===== config.mk =====
export PLATFORM = sky130hd
export DESIGN_NAME = hzr_wheel_out_flat
export DESIGN_NICKNAME = d
export VERILOG_FILES = /design/src/hw/rtl/hzr_pkg.sv /design/src/hw/rtl/hzr_if.sv /design/src/hw/rtl/hzr_wheel_out.sv /design/src/flat_wrapper.sv
export SDC_FILE = /design/constraint.sdc
export NUM_CORES = 1
export LEC_CHECK = 0
export BUFFER_PORTS_ARGS = -buffer_cell sky130_fd_sc_hd__buf_2
export CAP_MARGIN = 10
export CORE_UTILIZATION = 50
export DETAILED_ROUTE_END_ITERATION = 7
export HOLD_SLACK_MARGIN = 0.12
export PLACE_DENSITY = 0.7
export SETUP_SLACK_MARGIN = 0.1
export SLEW_MARGIN = 10
export SYNTH_ARGS = -nofsm -noshare
export SYNTH_HDL_FRONTEND = slang
export SYNTH_SLANG_ARGS = --single-unit

===== constraint.sdc =====
create_clock -name clk -period 9 [get_ports clk]
set_input_delay 1.35 -clock clk [delete_from_list [all_inputs] [get_ports clk]]
set_output_delay 1.35 -clock clk [all_outputs]
set_load 0.005 [all_outputs]

===== src/hw/rtl/hzr_pkg.sv =====
// shared types, codes and helpers for the hallway zigzag retrace driver
package hzr_pkg;

    // default number of movement stack entries
    localparam int STACK_DEPTH_DEF = 64;

    // controller modes
    localparam logic [1:0] MODE_INIT  = 2'd0;
    localparam logic [1:0] MODE_TRACK = 2'd1;
    localparam logic [1:0] MODE_BACK  = 2'd2;

    // event kinds
    localparam logic [1:0] EV_TICK     = 2'd0;
    localparam logic [1:0] EV_START    = 2'd1;
    localparam logic [1:0] EV_STOP     = 2'd2;
    localparam logic [1:0] EV_SET_MODE = 2'd3;

    // config register indexes
    localparam int PADDR_W = 5;
    localparam logic [2:0] REG_SPEED_INITIAL = 3'd0;
    localparam logic [2:0] REG_SPEED_FOLLOW  = 3'd1;
    localparam logic [2:0] REG_SPEED_BACK    = 3'd2;
    localparam logic [2:0] REG_TURN_STRENGTH = 3'd3;
    localparam logic [2:0] REG_ZIGZAG_TARGET = 3'd4;
    localparam logic [2:0] REG_WALL_MARGIN   = 3'd5;

    // register reset values
    localparam logic [8:0]  TURN_STRENGTH_RST = 9'd64;
    localparam logic [13:0] ZIGZAG_TARGET_RST = 14'd1144;
    localparam logic [15:0] WALL_MARGIN_RST   = 16'd300;

    // fixed point limits
    localparam logic [9:0] ONE_Q8    = 10'd256;
    localparam logic [8:0] SPEED_MAX = 9'd500;
    localparam logic [8:0] TURN_MAX  = 9'd256;

    // one movement stack entry
    typedef struct packed {
        logic [9:0]         left;
        logic [9:0]         right;
        logic signed [31:0] travel;
    } hzr_entry_t;

    // raw input item
    typedef struct packed {
        logic [1:0]         mode;
        logic [1:0]         new_mode;
        logic [15:0]        hall_width;
        logic signed [15:0] hall_position;
        logic signed [15:0] hall_heading;
        logic signed [15:0] distance_delta;
        logic signed [15:0] robot_angle;
    } hzr_item_t;

    // event with its precomputed terms
    typedef struct packed {
        logic [1:0]         kind;
        logic [1:0]         req;
        logic signed [15:0] robot;
        logic signed [31:0] trav_sum;
        logic               turn_go;
        logic signed [15:0] turn_tgt;
        logic               turn_pos;
        logic [9:0]         turn_l;
        logic [9:0]         turn_r;
    } hzr_evt_t;

    // wheel command and status toward the output stage
    typedef struct packed {
        logic       wheels;
        logic [8:0] speed;
        logic [9:0] fl;
        logic [9:0] fr;
        logic       neg;
        logic       run;
        logic [1:0] mode;
        logic       turn;
        logic       drop;
        logic [6:0] entries;
    } hzr_cmd_t;

    // saturate a 33 bit sum to signed 32 bits
    function automatic logic signed [31:0] sat32(input logic signed [32:0] v);
        logic signed [31:0] r;
        if (v[32] != v[31])
        begin
            r = v[32] ? 32'sh8000_0000 : 32'sh7FFF_FFFF;
        end
        else
        begin
            r = v[31:0];
        end
        return r;
    endfunction

    // saturate a 17 bit sum to signed 16 bits
    function automatic logic signed [15:0] sat16(input logic signed [16:0] v);
        logic signed [15:0] r;
        if (v[16] != v[15])
        begin
            r = v[16] ? 16'sh8000 : 16'sh7FFF;
        end
        else
        begin
            r = v[15:0];
        end
        return r;
    endfunction

    // clamp a 9 bit register value
    function automatic logic [8:0] clamp9(input logic [8:0] v, input logic [8:0] hi);
        return (v > hi) ? hi : v;
    endfunction

endpackage


===== src/hw/rtl/hzr_if.sv =====


interface hzr_out_if import hzr_pkg::*; ();
    logic               valid;
    logic               ready;
    logic               wheels_set;
    logic signed [10:0] wheel_left;
    logic signed [10:0] wheel_right;
    logic               is_running;
    logic [1:0]         mode_now;
    logic               is_turning;
    logic               stack_full;
    logic [6:0]         stack_entries;

    modport source (
        output valid, wheels_set, wheel_left, wheel_right, is_running, mode_now,
               is_turning, stack_full, stack_entries,
        input  ready
    );

    modport sink (
        input  valid, wheels_set, wheel_left, wheel_right, is_running, mode_now,
               is_turning, stack_full, stack_entries,
        output ready
    );
endinterface


===== src/hw/rtl/hzr_wheel_out.sv =====
// wheel command scaling stage and output register
module hzr_wheel_out import hzr_pkg::*; (
    input  logic      clk,
    input  logic      rst_n,
    input  logic      cmd_valid,
    input  hzr_cmd_t  cmd,
    output logic      cmd_ready,
    hzr_out_if.source out_ch
);

    logic               s3_valid_reg;
    hzr_cmd_t           cmd_reg;
    logic               out_valid_reg;
    hzr_cmd_t           out_cmd_reg;
    logic signed [10:0] wheel_left_reg;
    logic signed [10:0] wheel_right_reg;

    logic               s3_move;
    logic [18:0]        prod_l;
    logic [18:0]        prod_r;
    logic [10:0]        mag_l;
    logic [10:0]        mag_r;
    logic signed [10:0] wl;
    logic signed [10:0] wr;

    // stage handshake
    assign s3_move   = s3_valid_reg && (!out_valid_reg || out_ch.ready);
    assign cmd_ready = !s3_valid_reg || s3_move;

    // speed times factor, shifted down by 8, sign applied
    always_comb
    begin
        prod_l = {10'd0, cmd_reg.speed} * {9'd0, cmd_reg.fl};
        prod_r = {10'd0, cmd_reg.speed} * {9'd0, cmd_reg.fr};
        mag_l  = prod_l[18:8];
        mag_r  = prod_r[18:8];
        wl     = cmd_reg.neg ? -$signed(mag_l) : $signed(mag_l);
        wr     = cmd_reg.neg ? -$signed(mag_r) : $signed(mag_r);
    end

    // valid flags
    always_ff @(posedge clk or negedge rst_n)
    begin
        if (!rst_n)
        begin
            s3_valid_reg  <= 1'b0;
            out_valid_reg <= 1'b0;
        end
        else
        begin
            if (cmd_ready)
            begin
                s3_valid_reg <= cmd_valid;
            end
            if (s3_move)
            begin
                out_valid_reg <= 1'b1;
            end
            else if (out_ch.ready)
            begin
                out_valid_reg <= 1'b0;
            end
        end
    end

    // payload registers
    always_ff @(posedge clk)
    begin
        if (cmd_ready && cmd_valid)
        begin
            cmd_reg <= cmd;
        end
        if (s3_move)
        begin
            out_cmd_reg     <= cmd_reg;
            wheel_left_reg  <= wl;
            wheel_right_reg <= wr;
        end
    end

    assign out_ch.valid         = out_valid_reg;
    assign out_ch.wheels_set    = out_cmd_reg.wheels;
    assign out_ch.wheel_left    = wheel_left_reg;
    assign out_ch.wheel_right   = wheel_right_reg;
    assign out_ch.is_running    = out_cmd_reg.run;
    assign out_ch.mode_now      = out_cmd_reg.mode;
    assign out_ch.is_turning    = out_cmd_reg.turn;
    assign out_ch.stack_full    = out_cmd_reg.drop;
    assign out_ch.stack_entries = out_cmd_reg.entries;

endmodule


===== src/flat_wrapper.sv =====
// flat-port wrapper written by rule: the top's interface ports become plain ports
module hzr_wheel_out_flat import hzr_pkg::*;
  (clk, rst_n, cmd_valid, cmd, cmd_ready, out_ch_valid, out_ch_wheels_set, out_ch_wheel_left, out_ch_wheel_right, out_ch_is_running, out_ch_mode_now, out_ch_is_turning, out_ch_stack_full, out_ch_stack_entries, out_ch_ready);
  hzr_out_if out_ch_i ();
  input  logic clk;
  input  logic rst_n;
  input  logic cmd_valid;
  input  hzr_cmd_t cmd;
  output logic cmd_ready;
  output wire logic [$bits(out_ch_i.valid)-1:0] out_ch_valid;
  output wire logic [$bits(out_ch_i.wheels_set)-1:0] out_ch_wheels_set;
  output wire logic [$bits(out_ch_i.wheel_left)-1:0] out_ch_wheel_left;
  output wire logic [$bits(out_ch_i.wheel_right)-1:0] out_ch_wheel_right;
  output wire logic [$bits(out_ch_i.is_running)-1:0] out_ch_is_running;
  output wire logic [$bits(out_ch_i.mode_now)-1:0] out_ch_mode_now;
  output wire logic [$bits(out_ch_i.is_turning)-1:0] out_ch_is_turning;
  output wire logic [$bits(out_ch_i.stack_full)-1:0] out_ch_stack_full;
  output wire logic [$bits(out_ch_i.stack_entries)-1:0] out_ch_stack_entries;
  input wire logic [$bits(out_ch_i.ready)-1:0] out_ch_ready;
  assign out_ch_valid = out_ch_i.valid;
  assign out_ch_wheels_set = out_ch_i.wheels_set;
  assign out_ch_wheel_left = out_ch_i.wheel_left;
  assign out_ch_wheel_right = out_ch_i.wheel_right;
  assign out_ch_is_running = out_ch_i.is_running;
  assign out_ch_mode_now = out_ch_i.mode_now;
  assign out_ch_is_turning = out_ch_i.is_turning;
  assign out_ch_stack_full = out_ch_i.stack_full;
  assign out_ch_stack_entries = out_ch_i.stack_entries;
  assign out_ch_i.ready = out_ch_ready;
  hzr_wheel_out u_core (.clk(clk), .rst_n(rst_n), .cmd_valid(cmd_valid), .cmd(cmd), .cmd_ready(cmd_ready), .out_ch(out_ch_i));
endmodule

==> run metrics <==
outcome finished, final reports clean; Hold Path Depth 0; Chip Height 134 um; Post-synth EDFFs 78; syn_area_per_cell 10.3 sq um; Vias/cell 5.22; Max Slew Vio Count 0; Synth warnings 0; crit path launch type register; number of synthesized register bits 80; first-pass GRT wire length 29300 um; final WL 17100 um; crit-path cells nand2_1, fa_1, inv_1, fa_1, inv_1, fa_1, inv_1, fa_1, ha_1, a21oi_1, mux2_2, a211oi_1, inv_1, ha_1, nand3_1, a21oi_1, a31oi_1, nand4b_1, o21ai_1, xnor2_1; Seq/Total Area, Yosys 0.275; DR WL met3 856 um; Reg-to-Reg Start u_core.cmd_reg[34]; Area growth syn-to-layout 9.46%; main combinational cell family by area after synthesis adder cells; Hold Fails Final Rpt 0; crit end category register; Hold Path End u_core.out_ch.stack_entries[6]; ys async rst share 0.0250; Main synth FF type edfxtp_1; WS Path Type register to register; critical path fanouts, max 21; Synth Area in Adders 0.361; R2R Setup Slk 3.12 ns; Pwr Total 3.03 mW; dpl hpwl 13200 um; vias in the first global route 5997; detailed-route wire length per cell 15.1 um; mux share of post-synthesis cell area 0.00244; simple-gate share of the synthesized area 0.166; Nets 1136; Compound-Gate Fraction of Synth Area 0.0735; Post-Synth XOR/XNOR Area 0.0371; synth unique cells 72; Final Skew 0.0191 ns; H-Tree Depth 3; Max-Cap Viols 0; hold_sp u_core.cmd_reg[6]; Congestion Overflow GR 0; Worst Reg-to-Reg Cells 20; Row Count 47; combinational share of power 0.677; die width 134 um; fin crit share 0.653; CTS buffer count 9; WP buf/inv 4; Clk Latency, worst-skew pair 0.36 ns; Switching Share 0.455; RR Endpoint u_core.out_ch.wheel_right[10]; Worst path max stage delay 0.77 ns; RSZ-0062 raised after global routing no; metal2 WL 7350 um; post-route minimum period 5.88 ns; CP max-delay cell edfxtp_1; total negative slack 0 ns; Antenna Cells 0; clk root buf clkbuf_16; Switching Power 1.38 mW; CP required 9.09 ns; total number of vias 5902; HP Class register to register; Setup Viol. Count Final 0; layout cells sized above 1 0.135; maximum clock path buffer count 2; placed insts 1114; setup bufs post-CTS 0; Core ar. 16800 sq um; largest net degree at the start of global routing 44; Starting Density 0.519; Iter 0 DRT Violations 431; Mapped Area 8700 sq um; VDD IR max 0.000187 V; Pwr Density 318 nW/um^2; Final ANT Viol Nets 0; Final GP Congestion 0.860; # DRC 0; Crit path arrival time 5.97 ns; Final Instance Count excl. Fillers 1130; IO Port Bufs 83; initial antenna violation count 0; commonest cells after routing, fill and taps aside inv_1, fa_1, nand2_1; Die ar. 17900 sq um; Mapped Cells 842; flip-flop count of the largest register after layout 43; Max Used Layer met4; Clk pwr share 0.126; Cell Int Power 1.65 mW; highest clock rate 170 MHz; GRT Util Overall 0.209; DRT Pass-1 Iters 5; CTS tree yes; Sink Count 80; IO Pins 84; CTS resizes 0; cts hold-fix bufs 0; commonest non-fill, non-tap cell in the layout inv_1; Worst path top cell family by delay adder cells; clock-pin slew on the worst setup and hold paths 0.06 ns; syn_nets 1073; worst slew pin tran 0.957 ns; leakage power 4.54 nW; sequential share of power 0.197; DRT met1 WL 8680 um; Max-slew headroom 0.362
routing by layer:
layer / vias up / track usage
met5: - / 0
met4: 0 / 0.0663
met3: 18 / 0.0329
met2: 184 / 0.309
met1: 2866 / 0.313
li1: 2834 / -
worst reg2reg max path, stage by stage, from the launching register on:
cell,delay [ns]
edfxtp_1,0.77
nand2_1,0.16
fa_1,0.53
inv_1,0.05
fa_1,0.49
inv_1,0.05
fa_1,0.52
inv_1,0.05
fa_1,0.43
ha_1,0.36
a21oi_1,0.26
mux2_2,0.37
a211oi_1,0.44
inv_1,0.09
ha_1,0.23
nand3_1,0.09
a21oi_1,0.07
a31oi_1,0.23
nand4b_1,0.17
o21ai_1,0.09
xnor2_1,0.16
kinds of logic (layout without fill, tap and decap cells):
group / count (synthesis) / count (layout)
multiplexers: 2 / 2
adder cells (fa/ha/maj): 184 / 184
AO/OA/AOI/OAI: 89 / 89
buffers and inverters: 181 / 249
AND/OR/NAND/NOR: 270 / 270
XOR/XNOR: 36 / 36
flip-flops: 80 / 80
worst max path at each step:
stage                                  start                             to  cells past startpoint
after floorplan           u_core.cmd_reg[34]   u_core.out_ch.wheel_right[6]                     22
after global placement    u_core.cmd_reg[34]  u_core.out_ch.wheel_right[10]                     20
after detailed placement  u_core.cmd_reg[34]  u_core.out_ch.wheel_right[10]                     20
after CTS                 u_core.cmd_reg[34]  u_core.out_ch.wheel_right[10]                     20
after global routing      u_core.cmd_reg[34]   u_core.out_ch.wheel_right[8]                     20
final                     u_core.cmd_reg[34]  u_core.out_ch.wheel_right[10]                     20
power by group through the flow:
stage | sequential [mW] | combinational, mW | clock (mW)
after global placement | 0.603 | 2.01 | 0
after detailed placement | 0.604 | 2.03 | 0
after floorplan | 0.591 | 1.67 | 0
after global routing | 0.605 | 2.33 | 0.401
final | 0.596 | 2.05 | 0.381
after CTS | 0.596 | 2.05 | 0.389
final cells by class:
type                       instances  area, sq um
clock buffer                       9          225
fill                            1469         7240
multi-input combinational        581         5580
tap                              220          275
sequential                        80         2390
inverter                         150          563
timing repair buffer              83          415
clock inverter                     7         77.6
cell usage after synthesis, drive strengths merged, types with 9 or more instances:
cell,n,area share
and2,100,0.073
inv,150,0.065
a21o,9,0.0078
clkbuf,22,0.0096
o21ai,18,0.010
ha,72,0.10
edfxtp,78,0.27
xnor2,28,0.029
nand3,9,0.0052
nand2,101,0.044
a21oi,21,0.013
nor2,13,0.0056
fa,112,0.26
per-stage QoR:
step	hold slack (ns)	worst slack (ns)	area [sq um]	utilization
after floorplan	0.400	3.62	8700	-
after global placement	0.400	3.30	9220	0.550
after detailed placement	0.405	3.16	9220	0.550
after CTS	0.421	3.09	9520	0.568
after global routing	0.428	2.55	9520	0.568
final	0.420	3.12	9520	0.568
Note: power is estimated with default switching activity, not from simulation.
